**src/hw/rtl/sspq_pkg.sv**
```systemverilog
// shared codes and types of the sorted priority queue
package sspq_pkg;

  // request codes
  localparam logic ACT_ADD   = 1'b0;
  localparam logic ACT_FETCH = 1'b1;

  // status codes
  localparam logic [1:0] ST_OK    = 2'd0;
  localparam logic [1:0] ST_EMPTY = 2'd1;
  localparam logic [1:0] ST_FULL  = 2'd2;

  // one result word from the sequencer
  typedef struct packed {
    logic signed [31:0] value;
    logic [1:0]         status;
    logic               empty;
    logic               full;
  } result_t;

endpackage

```
**src/hw/rtl/stable_sorted_priority_queue.sv**
```systemverilog
// Stable sorted priority queue of DEPTH entries. Entries sit in one memory used as a ring,
// ordered from the front (highest priority) to the back; a new entry lands behind every
// stored entry of equal or higher priority, so ties leave in arrival order. One request
// word is taken at a time. A fetch reads the front entry, then moves the head pointer, then
// offers the result; an add reads from the back and moves each stored entry of lower priority
// back one slot, one memory read and write per entry, before it writes the new entry; an add to
// an empty or full queue or a fetch from an empty queue goes straight to the result state. The
// result enters the output register as the sequencer returns to idle. While the output
// register holds an untaken word, the sequencer waits. No clearing pass runs after reset.
module stable_sorted_priority_queue #(
  parameter int DEPTH         = 16,
  parameter int PRIORITY_BITS = 8
) (
  input  logic               clk,
  input  logic               rst,
  input  logic               in_valid,
  output logic               in_stall,
  input  logic               action,
  input  logic signed [31:0] item_value,
  input  logic [7:0]         item_priority,
  output logic               out_valid,
  input  logic               out_stall,
  output logic signed [31:0] fetched_value,
  output logic [1:0]         status,
  output logic               now_empty,
  output logic               now_full
);
  import sspq_pkg::*;

  logic    busy;
  logic    res_room;
  logic    res_push;
  result_t res;

  sspq_ctrl #(.DEPTH(DEPTH), .PRIORITY_BITS(PRIORITY_BITS)) u_ctrl (
    .clk          (clk),
    .rst          (rst),
    .req_valid    (in_valid),
    .req_action   (action),
    .req_value    (item_value),
    .req_priority (item_priority),
    .busy         (busy),
    .res_room     (res_room),
    .res_push     (res_push),
    .res          (res)
  );

  // input side takes a word only while the sequencer is idle
  assign in_stall = busy;

  // output register has room when empty or being drained
  assign res_room = !out_valid || !out_stall;

  // output valid
  always_ff @(posedge clk) begin
    if (rst) begin
      out_valid <= 1'b0;
    end else if (res_push) begin
      out_valid <= 1'b1;
    end else if (!out_stall) begin
      out_valid <= 1'b0;
    end
  end

  // output payload
  always_ff @(posedge clk) begin
    if (res_push) begin
      fetched_value <= res.value;
      status        <= res.status;
      now_empty     <= res.empty;
      now_full      <= res.full;
    end
  end

endmodule

```
**src/hw/rtl/sspq_mem.sv**
```systemverilog
// entry store: one write port, one registered read port
module sspq_mem #(
  parameter int DEPTH = 16,
  parameter int WIDTH = 40
) (
  input  logic                     clk,
  input  logic                     we,
  input  logic [$clog2(DEPTH)-1:0] waddr,
  input  logic [WIDTH-1:0]         wdata,
  input  logic [$clog2(DEPTH)-1:0] raddr,
  output logic [WIDTH-1:0]         rdata
);

  logic [WIDTH-1:0] mem [DEPTH];

  // write port
  always_ff @(posedge clk) begin
    if (we) begin
      mem[waddr] <= wdata;
    end
  end

  // read port, registered
  always_ff @(posedge clk) begin
    rdata <= mem[raddr];
  end

endmodule

```
**src/hw/rtl/sspq_ctrl.sv**
```systemverilog
// sequencer: ring of sorted entries in memory, insertion by shifting from the back
module sspq_ctrl #(
  parameter int DEPTH         = 16,
  parameter int PRIORITY_BITS = 8
) (
  input  logic               clk,
  input  logic               rst,
  input  logic               req_valid,
  input  logic               req_action,
  input  logic signed [31:0] req_value,
  input  logic [7:0]         req_priority,
  output logic               busy,
  input  logic               res_room,
  output logic               res_push,
  output sspq_pkg::result_t  res
);
  import sspq_pkg::*;

  localparam int IW = $clog2(DEPTH);
  localparam int CW = $clog2(DEPTH + 1);
  localparam int PB = PRIORITY_BITS;
  localparam int MW = PB + 32;

  localparam logic [2:0] S_IDLE  = 3'd0;
  localparam logic [2:0] S_SCAN  = 3'd1;
  localparam logic [2:0] S_PLACE = 3'd2;
  localparam logic [2:0] S_FETCH = 3'd3;
  localparam logic [2:0] S_OUT   = 3'd4;

  logic [2:0]         state, state_next;
  logic [CW-1:0]      occ, occ_next;
  logic [IW-1:0]      head, head_next;
  logic [IW-1:0]      k, k_next;
  logic signed [31:0] new_val, new_val_next;
  logic [PB-1:0]      new_prio, new_prio_next;
  logic signed [31:0] res_value, res_value_next;
  logic [1:0]         res_status, res_status_next;

  logic          we;
  logic [IW-1:0] waddr, raddr;
  logic [MW-1:0] wdata, rdata;
  logic [39:0]   prio_wide;
  logic [PB-1:0] prio_in;
  logic [PB-1:0] rd_prio;

  // physical slot of a position counted from the front
  function automatic logic [IW-1:0] slot(input logic [IW-1:0] base,
                                         input logic [IW-1:0] off);
    logic [IW:0] s;
    s = {1'b0, base} + {1'b0, off};
    if (s >= (IW+1)'(DEPTH)) begin
      s = s - (IW+1)'(DEPTH);
    end
    return s[IW-1:0];
  endfunction

  sspq_mem #(.DEPTH(DEPTH), .WIDTH(MW)) u_mem (
    .clk   (clk),
    .we    (we),
    .waddr (waddr),
    .wdata (wdata),
    .raddr (raddr),
    .rdata (rdata)
  );

  // keep only the low priority bits
  assign prio_wide = {32'd0, req_priority};
  assign prio_in   = prio_wide[PB-1:0];
  assign rd_prio   = rdata[MW-1:32];

  assign busy     = (state != S_IDLE);
  assign res_push = (state == S_OUT) && res_room;

  // result word, flags from the updated count
  always_comb begin
    res.value  = res_value;
    res.status = res_status;
    res.empty  = (occ == '0);
    res.full   = (occ == CW'(DEPTH));
  end

  // sequencer
  always_comb begin
    state_next      = state;
    occ_next        = occ;
    head_next       = head;
    k_next          = k;
    new_val_next    = new_val;
    new_prio_next   = new_prio;
    res_value_next  = res_value;
    res_status_next = res_status;
    we              = 1'b0;
    waddr           = head;
    wdata           = {new_prio, new_val};
    raddr           = head;
    case (state)
      S_IDLE: begin
        if (req_valid) begin
          new_val_next    = req_value;
          new_prio_next   = prio_in;
          res_value_next  = '0;
          res_status_next = ST_OK;
          if (req_action == ACT_ADD) begin
            if (occ == CW'(DEPTH)) begin
              res_status_next = ST_FULL;
              state_next      = S_OUT;
            end else if (occ == '0) begin
              we         = 1'b1;
              waddr      = head;
              wdata      = {prio_in, req_value};
              occ_next   = CW'(1);
              state_next = S_OUT;
            end else begin
              k_next     = IW'(occ - CW'(1));
              raddr      = slot(head, IW'(occ - CW'(1)));
              state_next = S_SCAN;
            end
          end else begin
            if (occ == '0) begin
              res_status_next = ST_EMPTY;
              state_next      = S_OUT;
            end else begin
              raddr      = head;
              state_next = S_FETCH;
            end
          end
        end
      end
      S_SCAN: begin
        // entry at position k is on the read port
        we    = 1'b1;
        waddr = slot(head, k + IW'(1));
        if (rd_prio < new_prio) begin
          wdata = rdata;
          if (k == '0) begin
            state_next = S_PLACE;
          end else begin
            k_next = k - IW'(1);
            raddr  = slot(head, k - IW'(1));
          end
        end else begin
          wdata      = {new_prio, new_val};
          occ_next   = occ + CW'(1);
          state_next = S_OUT;
        end
      end
      S_PLACE: begin
        // new entry goes to the front
        we         = 1'b1;
        waddr      = head;
        wdata      = {new_prio, new_val};
        occ_next   = occ + CW'(1);
        state_next = S_OUT;
      end
      S_FETCH: begin
        res_value_next = rdata[31:0];
        head_next      = slot(head, IW'(1));
        occ_next       = occ - CW'(1);
        state_next     = S_OUT;
      end
      S_OUT: begin
        if (res_room) begin
          state_next = S_IDLE;
        end
      end
      default: begin
        state_next = S_IDLE;
      end
    endcase
  end

  // control registers
  always_ff @(posedge clk) begin
    if (rst) begin
      state <= S_IDLE;
      occ   <= '0;
      head  <= '0;
    end else begin
      state <= state_next;
      occ   <= occ_next;
      head  <= head_next;
    end
  end

  // working registers
  always_ff @(posedge clk) begin
    k          <= k_next;
    new_val    <= new_val_next;
    new_prio   <= new_prio_next;
    res_value  <= res_value_next;
    res_status <= res_status_next;
  end

endmodule

```
**config.mk**
```make
export PLATFORM = sky130hd
export DESIGN_NAME = stable_sorted_priority_queue
export DESIGN_NICKNAME = d
export VERILOG_FILES = /design/src/hw/rtl/sspq_pkg.sv /design/src/hw/rtl/stable_sorted_priority_queue.sv /design/src/hw/rtl/sspq_mem.sv /design/src/hw/rtl/sspq_ctrl.sv
export SDC_FILE = /design/constraint.sdc
export NUM_CORES = 1
export LEC_CHECK = 0
export BUFFER_PORTS_ARGS = -buffer_cell sky130_fd_sc_hd__buf_2
export CAP_MARGIN = 20
export CORE_UTILIZATION = 50
export DETAILED_ROUTE_END_ITERATION = 16
export PLACE_DENSITY = 0.66
export SETUP_SLACK_MARGIN = 0.3
export SLEW_MARGIN = 20
export SYNTH_ARGS = -nofsm -noshare
export SYNTH_HDL_FRONTEND = slang
export SYNTH_SLANG_ARGS = --single-unit
```
**constraint.sdc**
```tcl
create_clock -name clk -period 4.8 [get_ports clk]
set_input_delay 0.96 -clock clk [delete_from_list [all_inputs] [get_ports clk]]
set_output_delay 0.96 -clock clk [all_outputs]
set_load 0.01 [all_outputs]
```
# Yosys cells after proc, flatten, opt, wreduce, memory -nomap -nowiden
# Memories as Yosys holds them, arrays and structs flattened. A register that Yosys moved wholly into a read port is not among the register bits.
# Cells that the tools add are included.
# totals
reg_bits	127
mem_bits_rw	640
in_bits	45
out_inout_bits	38
wordCells	119
mem_count	1
# op_classes
add_sub_neg	12
n_lt_le_gt_ge	5
eq_ne	16
mux	54
n_reduce_logical	18
# memory_table
name	depth	width	read_ports	rd_ports_with_merged_regs	write_ports	line_no	source
u_ctrl.u_mem.mem	16	40	1	1	1	sspq_mem.sv:14	logic [WIDTH-1:0] mem [DEPTH];
# op_table
op	count
two-way mux 40 bit	5
one-hot mux 40 bit (2 select lines)	1
two-way mux 4 bit	17
one-hot mux 32 bit (2 select lines)	1
two-way mux 32 bit	1
two-way mux 5 bit	5
two-way mux 3 bit	8
greater-or-equal comparator 5 bit, second input constant	4
one-hot mux 5 bit (4 select lines)	1
subtractor 4 x 1 -> 4 bit, second input constant	5
one-hot mux 4 bit (2 select lines)	2
adder 4 x 4 -> 5 bit	3
inequality test 2 bit, second input constant	7
one-hot mux 3 bit (4 select lines)	1
two-way mux 1 bit	9
< comparator 8 bit	1
AND reduction 7 bit	1
equality test 3 x 2 -> 1 bit, second input constant	2
inequality test 2 x 1 -> 1 bit, second input constant	3
AND reduction 6 bit	1
adder 4 x 1 -> 5 bit, second input constant	1
adder 5 x 1 -> 5 bit, second input constant	1
equality test 5 bit, second input constant	1
logical NOT 5 bit	1
other kinds (18)	23

# Longest topological paths before layout
# Gate-level depths: netlist of run 1.
# depth
depth_word	9
mapped_depth	14
depth_no_buf	12

# By module
# A second synthesis of run 1 with hierarchy kept.
# unflattened
hier_cells	1535
area_unflattened_um2	31108.6
# by_module_without_submodules
mod	instances	cells_each	area_each_um2	seq_area_each_um2
sspq_mem	1	1040	25132.9	20019.2
sspq_ctrl	1	455	4862.2	2582.5
stable_sorted_priority_queue	1	40	1113.6	1101.1

# Worst setup path before layout of run 1
# OpenSTA, ideal clock, no wires.
# synth_timing
path_type	reg2reg
from	register u_ctrl.occ[0]
to	memory u_ctrl.u_mem.mem[1][0] (enable)
setup_time_ns	0.437
arrival_ns	3.741
t_required_ns	4.363
setup_slack_ns	0.622
stages_incl_launch_ff	10
n_path_buf	0
synth_period_minus_slack_ns	4.178
cell_sequence	dfxtp_1 > inv_1 > ha_1 > or3b_1 > nor2_1 > nand2_1 > nor2_1 > o21ai_0 > or2_2 > nor2_1
# synth_rtl
item	line_no	source
start: declaration	sspq_ctrl.sv:31	logic [CW-1:0] occ, occ_next;
start signal: assignment	sspq_ctrl.sv:180	occ <= occ_next;
end: declaration	sspq_mem.sv:14	

# Worst setup path in the final report of run 1
# layout_timing
from	register u_ctrl.occ[0]
to	register u_ctrl.u_mem.rdata[33] (read register of u_ctrl.u_mem.mem)
# layout_between
elab_chain_len	9
elab_cells_between_ends	12
classes_between	add/sub (3); order compare (1); eq/ne (1); mux (6); reduce/logical (1)
# layout_rtl
item	line_no	source
subtractor 5 x 1 -> 5 bit	sspq_ctrl.sv:115	raddr = slot(head, IW'(occ - CW'(1)));
adder 4 x 4 -> 5 bit	sspq_ctrl.sv:50	s = {1'b0, base} + {1'b0, off};
subtractor 4 x 1 -> 4 bit or greater-or-equal comparator 5 bit (tied branches)	sspq_ctrl.sv:52, sspq_ctrl.sv:51	
two-way mux 4 bit	sspq_ctrl.sv:51	if (s >= (IW+1)'(DEPTH)) begin
two-way mux 4 bit	sspq_ctrl.sv:107	end else if (occ == '0) begin
two-way mux 4 bit (*)	sspq_ctrl.sv:104	if (occ == CW'(DEPTH)) begin
two-way mux 4 bit (*)	sspq_ctrl.sv:103	if (req_action == ACT_ADD) begin
two-way mux 4 bit (*)	sspq_ctrl.sv:98	if (req_valid) begin
one-hot mux 4 bit (2 select lines) (*)	sspq_ctrl.sv:96	case (state)
end: declaration	sspq_mem.sv:11	output logic [WIDTH-1:0] rdata
# Mark *: on every way between the ends. The rest lies on a longest branch, timed or not.
# A chain may end at the register's enable or synchronous reset.

==> results of run 1 <==
-- metal layers --
| metal | vias to the layer above | routed length [um] | GRT usage |
|---|---|---|---|
| li1 | 8619 | - | - |
| met1 | 10100 | 34400 | 0.356 |
| met2 | 1026 | 39700 | 0.407 |
| met3 | 136 | 7980 | 0.0401 |
| met4 | 0 | 1880 | 0.0795 |
| met5 | - | 0 | 0 |
-- worst reg2reg max path, delay by kind of cell, from the launching register on --
kind | cells | cell delay (ps)
AND/OR/NAND/NOR | 4 | 740
flip-flops | 1 | 460
AO/OA/AOI/OAI | 2 | 840
XOR/XNOR | 2 | 450
buffers and inverters | 2 | 750
adder cells (fa/ha/maj) | 2 | 590
-- final cells by class --
class | count | area, um^2
Timing Repair Buffer | 135 | 971
Fill cell | 4851 | 26900
Antenna cell | 2 | 5.00
Tap cell | 846 | 1060
Clock buffer | 109 | 2280
Sequential cell | 807 | 23700
Multi-Input combinational cell | 1141 | 7630
Clock inverter | 45 | 542
Inverter | 60 | 225
-- cell usage in the layout, fill, tap and decap left out, types with 11 or more instances in the layout --
master / Yosys / layout
buf_2: 58 / 82
xor2_1: 11 / 11
a21oi_1: 185 / 184
bufinv_16: 0 / 11
a222oi_1: 40 / 40
nand4_1: 42 / 42
and3_1: 121 / 121
edfxtp_1: 754 / 754
buf_4: 8 / 40
ha_1: 21 / 21
a211o_1: 162 / 162
inv_1: 60 / 60
clkinv_2: 0 / 16
nand2_1: 192 / 190
a21boi_0: 41 / 41
clkbuf_1: 91 / 19
a211oi_1: 164 / 164
dfxtp_1: 53 / 53
clkbuf_16: 0 / 86
nor2_1: 44 / 26
buf_12: 0 / 13
and2_1: 39 / 35
nor2_4: 1 / 19
-- flip-flops by register name, summed over array words and instances, names as in the netlist, 2 cells and up --
register and cells:
u_ctrl.new_val 32, u_ctrl.u_mem.mem 640, u_ctrl.new_prio 8, u_ctrl.head 4, u_ctrl.occ 5, u_ctrl.state 3, u_ctrl.res_value 32, status 2
u_ctrl.u_mem.rdata 40, fetched_value 32, u_ctrl.res_status 2, u_ctrl.k 4
-- cells by family (layout without fill, tap and decap cells) --
logic type      count (synthesis)  count (layout)
buf+inv                       223             349
other cells                     0               2
flops                         807             807
xor+xnor                       17              17
fa+ha+maj                      24              24
mux                             2               2
simple gates                  472             472
compound gates                626             626
-- worst paths after layout --
check                                         endpoint  slack, ps  depth (start not counted)
worst max-delay path            u_ctrl.u_mem.rdata[33]        810                         12
worst min-delay path                 fetched_value[24]        420                          0
worst max register to register  u_ctrl.u_mem.rdata[33]        810                         12
worst min register to register       fetched_value[24]        420                          0
-- power groups by stage --
stage	clock [mW]	combinational [mW]	sequential, mW
floorplan	0	3.51	9.75
global placement	0	5.26	9.84
detailed placement	0	5.39	9.85
CTS	6.70	5.43	9.71
global route	6.95	5.88	9.78
finish	6.64	5.48	9.72
-- stage by stage --
step                      cell area (um^2)  setup WS (ps)   util  hold slack (ps)  cells
after global placement               33600            955  0.530              402   2989
after floorplan                      32100            622      -              400   2171
final                                36400            814  0.575              416   3145
after CTS                            36400            892  0.575              415   3143
after detailed placement             33600            950  0.530              405   2989
after global routing                 36400            666  0.575              423   3143
==> flow_metrics.py, run 1 <==
metrics = {
    "floorplanning": {
        "rows": 92,
        "die_x_um": 255,
        "dieArea_mm2": 0.0653,
        "core_mm2": 0.0633,
        "initial_core_util": 0.507,
        "io_pins": 83,
        "dieHeight_um": 255,
    },
    "setup_path": {
        "end_kind": "flop",
        "crit_buf_inv": 2,
        "worst_path_largest_cell_delay_ps": 600,
        "setup.worst_path.start_class": "flop",
        "startpoint": "u_ctrl.occ[0]",
        "path_max_fanout": 40,
        "cp_data_required_time_ps": 5280,
        "cpMaxStageDelayCell": "buf_4",
        "crit_chain": "inv_1 -> ha_1 -> xor2_1 -> ha_1 -> xor2_1 -> nor2_1 -> a31oi_4 -> nand2_4 -> nand2_2 -> buf_4 -> a211o_1 -> nand4_1",
        "cp.arrival_ps": 4460,
        "critPathKind": "reg -> reg",
        "r2r_start": "u_ctrl.occ[0]",
        "cp_top_family": "compound AO/OA/AOI/OAI gates",
    },
    "cts": {
        "cts_tree": "done",
        "clock_latency_ps": 640,
        "cts_resized": 0,
        "h-tree-depth": 3,
        "cts.reportedPaths.clkPinSlew_ps": 60,
        "cts_inserted_buffers": 83,
        "clockBufferDepth": 3,
        "hold_buffers": 0,
        "clock_sinks": 807,
        "cts_setup_buffers": 0,
        "clockRootBuffer": "clkbuf_16",
    },
    "pwr": {
        "clock_power_share": 0.304,
        "leakage_nw": 12.1,
        "finalPower_mw": 21.8,
        "p_comb_frac": 0.251,
        "switching_power_mw": 6.92,
        "ir_drop_mv": 0.314,
        "p_int_mw": 14.9,
        "powerDensity_mw_per_mm2": 600,
        "p_sw_frac": 0.317,
        "power_frac_seq": 0.445,
    },
    "logic_synthesis": {
        "ys_types": 58,
        "synth_xor_xnor_area_share": 0.00463,
        "synthTopCellsByCount": "edfxtp_1, nand2_1, a21oi_1",
        "netlist.top_cell.by_area": "edfxtp_1",
        "syn-num-nets": 2240,
        "seq_area_frac_synth": 0.738,
        "synthArstFlopShare": 0,
        "yosys.area_share.simple": 0.0742,
        "ys.flop_type": "edfxtp_1",
        "yosys_register_bits": 807,
        "synthAdderAreaFrac": 0.0100,
        "synthDominantCellAreaShare": 0.705,
        "syn_area_mm2": 0.0321,
        "ys_top_cells_by_area": "edfxtp_1, a211o_1, a211oi_1, dfxtp_1, a21oi_1",
        "synthMuxAreaShare": 0.000818,
        "netlist_instances": 2171,
        "synth_compound_area_frac": 0.142,
        "synth_top_family_by_area": "compound AO/OA/AOI/OAI gates",
        "synth_edf_count": 754,
        "yosysWarnings": 0,
        "avgSynthCellArea_um2": 14.8,
        "synth.most_common_cell": "edfxtp_1",
    },
    "drt": {
        "drt_first_pass_iters": 7,
        "drtIter0Drc": 2366,
        "via_per_inst": 6.32,
        "routed_wl_mm": 84.0,
        "via_count": 19900,
        "ant_nets": 0,
        "drc": 0,
        "wl_per_cell_um": 26.7,
    },
    "min_path": {
        "hp-class": "reg -> reg",
        "worstHoldStart": "u_ctrl.res_value[24]",
    },
    "global_routing": {
        "grt_pass1_wl_mm": 124,
        "grt_pass1_vias": 19400,
        "grt_overflow": 0,
        "grt_start_max_net_pins": 122,
        "grt_util_all_layers": 0.253,
        "antenna_found_initial": 2,
    },
    "sta": {
        "skew_ps": 25.3,
        "rsz0062_at_grt": "false",
        "tns_ps": 0,
        "final-max-slew-violation-count": 0,
        "setup_viol": 0,
        "min_period_ps": 3990,
        "fmax_mhz": 251,
        "final_hold_viol_count": 0,
        "worst_slew_pin_slew_ps": 951,
        "fin_crit_sh": 0.830,
        "maxSlewHeadroom": 0.366,
    },
    "placement": {
        "port_buffers": 82,
        "gp_congestion": 0.857,
        "dp_hpwl_mm": 43.5,
    },
    "run_status": {
        "outcome": "completed",
    },
    "final_layout": {
        "drive_gt1_frac": 0.136,
        "layout.nets": 2297,
        "syn_to_final_growth_pct": 13.3,
    },
    "job": {
        "maxCapViolCount": 0,
    },
}
Note: power is estimated with default switching activity, not from simulation.
==> run 2: changes to the inputs <==
--- a/config.mk
+++ b/config.mk
@@ -5,11 +5,12 @@
 export SDC_FILE = /design/constraint.sdc
 export NUM_CORES = 1
 export LEC_CHECK = 0
+export ABC_AREA = 1
 export BUFFER_PORTS_ARGS = -buffer_cell sky130_fd_sc_hd__buf_2
 export CAP_MARGIN = 20
 export CORE_UTILIZATION = 50
 export DETAILED_ROUTE_END_ITERATION = 16
-export PLACE_DENSITY = 0.66
+export PLACE_DENSITY = 0.69
 export SETUP_SLACK_MARGIN = 0.3
 export SLEW_MARGIN = 20
 export SYNTH_ARGS = -nofsm -noshare
==> constraint.sdc (replaced) <==
create_clock -name clk -period 3.3 [get_ports clk]
set_input_delay 0.66 -clock clk [delete_from_list [all_inputs] [get_ports clk]]
set_output_delay 0.66 -clock clk [all_outputs]
set_load 0.01 [all_outputs]
==> run 2 against run 1 <==
Net effect: non-clock buffer count increased by 204; clock-buffer cell count decreased by 3; die area is 7.8% higher; sequential cell count unchanged; register-to-register slack got worse by 480 ps.
==> flow_metrics.py, run 2 <==
metrics = {
    "placement": {
        "place_area_mm2": 0.0373,
        "dp.cells": 4181,
        "port_buffers": 82,
        "gp_congestion": 0.896,
        "place_ws_ps": 221,
        "dp_hpwl_mm": 50.9,
    },
    "setup_path": {
        "path_max_fanout": 20,
        "critPathKind": "reg -> reg",
        "cp.arrival_ps": 3480,
        "end_kind": "flop",
        "reg2reg_depth": 13,
        "setup.worst_path.start_class": "flop",
        "cp_top_family": "buffers and inverters",
        "critical_path_depth": 13,
        "worst_path_largest_cell_delay_ps": 430,
        "cp_data_required_time_ps": 3820,
        "r2r_setup_slack_ps": 340,
        "r2r_start": "u_ctrl.k[0]",
        "r2r-end": "u_ctrl.u_mem.rdata[18]",
        "crit_chain": "inv_1 -> ha_4 -> buf_4 -> fa_1 -> xor2_1 -> o211ai_2 -> nand2_2 -> nand2_8 -> buf_12 -> buf_4 -> nand3_1 -> nand3_1 -> nand2_1",
        "cpMaxStageDelayCell": "edfxtp_1",
        "crit_buf_inv": 4,
    },
    "floorplanning": {
        "rows": 96,
        "dieHeight_um": 265,
        "io_pins": 83,
        "initial_core_util": 0.505,
        "dieArea_mm2": 0.0704,
        "die_x_um": 265,
        "core_mm2": 0.0686,
    },
    "logic_synthesis": {
        "synth_compound_area_frac": 0.0178,
        "synth_xor_xnor_area_share": 0.00278,
        "ys.flop_type": "edfxtp_1",
        "netlist.top_cell.by_area": "edfxtp_1",
        "synthMuxAreaShare": 0,
        "synthArstFlopShare": 0,
        "syn-num-nets": 3258,
        "synth.most_common_cell": "nand2_1",
        "ys_types": 45,
        "avgSynthCellArea_um2": 10.9,
        "yosys_register_bits": 807,
        "yosys.area_share.simple": 0.211,
        "syn_area_mm2": 0.0347,
        "synth_edf_count": 754,
        "synthAdderAreaFrac": 0.00932,
        "synthDominantCellAreaShare": 0.653,
        "seq_area_frac_synth": 0.684,
        "netlist_instances": 3189,
        "ys_top_cells_by_area": "edfxtp_1, nand3_1, nand2_1, inv_1, dfxtp_1",
        "yosysWarnings": 0,
        "synthTopCellsByCount": "nand2_1, nand3_1, edfxtp_1",
        "synth_top_family_by_area": "simple AND/OR/NAND/NOR gates",
    },
    "drt": {
        "drtIter0Drc": 3251,
        "ant_nets": 0,
        "via_count": 25100,
        "routed_wl_mm": 99.8,
        "via_per_inst": 5.66,
        "wl_per_cell_um": 22.5,
        "drc": 0,
        "drt_first_pass_iters": 5,
    },
    "cts": {
        "cts.reportedPaths.clkPinSlew_ps": 60,
        "clockRootBuffer": "clkbuf_16",
        "cts_tree": "done",
        "clockBufferDepth": 3,
        "hold_buffers": 0,
        "clock_sinks": 807,
        "cts_inserted_buffers": 83,
        "clock_latency_ps": 650,
        "h-tree-depth": 3,
    },
    "global_routing": {
        "grt_pass1_vias": 22900,
        "grt_start_max_net_pins": 122,
        "antenna_found_initial": 2,
        "grt_pass1_wl_mm": 135,
        "grt_overflow": 0,
        "grt_util_all_layers": 0.251,
    },
    "sta": {
        "min_period_ps": 2960,
        "tns_ps": 0,
        "fin_crit_sh": 0.897,
        "skew_ps": 29.1,
        "setup_slack_ps": 339,
        "hold_ws_ps": 210,
        "worst_slew_pin_slew_ps": 812,
        "fmax_mhz": 338,
        "final-max-slew-violation-count": 0,
        "rsz0062_at_grt": "true",
        "maxSlewHeadroom": 0.458,
        "final_hold_viol_count": 0,
        "setup_viol": 0,
    },
    "final_layout": {
        "largest_reg_flops": 640,
        "reg_top3": "u_ctrl.u_mem.mem: 640 flops, u_ctrl.u_mem.rdata: 40 flops",
        "layout.cells.non_filler": 4431,
        "fillerInstances": 5163,
        "layout_commonest_cell": "nand2_1",
        "insertedDiodeCount": 0,
        "drive_gt1_frac": 0.157,
        "seqCellArea_mm2": 0.0237,
        "final_cell_mix": "nand2_1, nand3_1, edfxtp_1",
        "layout.nets": 3502,
        "multiInputGateArea_mm2": 0.00874,
        "syn_to_final_growth_pct": 21.1,
        "final_util": 0.612,
        "design_area_mm2": 0.0420,
        "top_register": "u_ctrl.u_mem.mem",
    },
    "pwr": {
        "finalPower_mw": 49.3,
        "ir_drop_mv": 1.05,
        "leakage_nw": 17.2,
        "powerDensity_mw_per_mm2": 1170,
    },
    "min_path": {
        "worstHoldStart": "item_value[19]",
        "hold_depth": 1,
        "worstHoldEndpoint": "u_ctrl.new_val[19]",
        "hp-class": "in -> reg",
    },
    "job": {
        "maxCapViolCount": 0,
    },
    "run_status": {
        "outcome": "completed",
    },
}
run 2: cell count changes in the layout (fill, tap and decap cells not counted), moves of 39 or more:
cell      change
a21boi_0     -41
a211oi_1    -161
and3_1      -121
nand4_1      -39
nand2_1     +585
buf_4        +80
o211ai_1     +39
a211o_1     -162
inv_1       +339
nand3_1     +766
a21oi_1     -166
buf_12       +43
a222oi_1     -40
run 2: what timing repair did:
action | CTS | global route
buffers inserted | 6 | 41
endpoints found under the setup margin | 494 | 651
cloned | 2 | 47
resized for setup | 7 | 87
pin swaps | 2 | 14
run 2: layer usage:
| metal | track usage | up-vias | part of all wire |
|---|---|---|---|
| met5 | 0 | - | 0.00013 |
| met4 | 0.0903 | 2 | 0.038 |
| met3 | 0.0561 | 238 | 0.10 |
| met2 | 0.391 | 1402 | 0.46 |
| met1 | 0.346 | 12100 | 0.40 |
| li1 | - | 11300 | - |
run 2: report_power, final:
group	internal, mW	leakage, nW	switching (mW)
logic	8.30	8.51	16.6
registers	14.3	7.31	0.422
clock network	5.72	1.39	3.94
run 2: cell families after synthesis:
kind of cell    Yosys count
compound gates           93
flops                   807
xor+xnor                 11
simple gates           1660
buf+inv                 594
fa+ha+maj                24
run 2: how the worst max path moves through the flow:
stage / startpoint / endpoint / slack (ps)
CTS: u_ctrl.k[1] / u_ctrl.u_mem.mem[0][15] / 270
global placement: u_ctrl.k[0] / u_ctrl.u_mem.mem[15][24] / 180
detailed placement: u_ctrl.k[0] / u_ctrl.u_mem.mem[13][15] / 220
floorplan: u_ctrl.k[0] / u_ctrl.u_mem.mem[10][0] / -120
finish: u_ctrl.k[0] / u_ctrl.u_mem.rdata[18] / 340
global route: u_ctrl.k[0] / u_ctrl.u_mem.mem[13][31] / 180
run 2: area by class of cell:
type | count | area share
multi-input cells | 1791 | 0.208
clock inverters | 46 | 0.0126
clock buffers | 106 | 0.0547
flip-flops and latches | 807 | 0.565
inverters | 411 | 0.0371
well taps | 931 | 0.0278
repair buffers | 339 | 0.0949
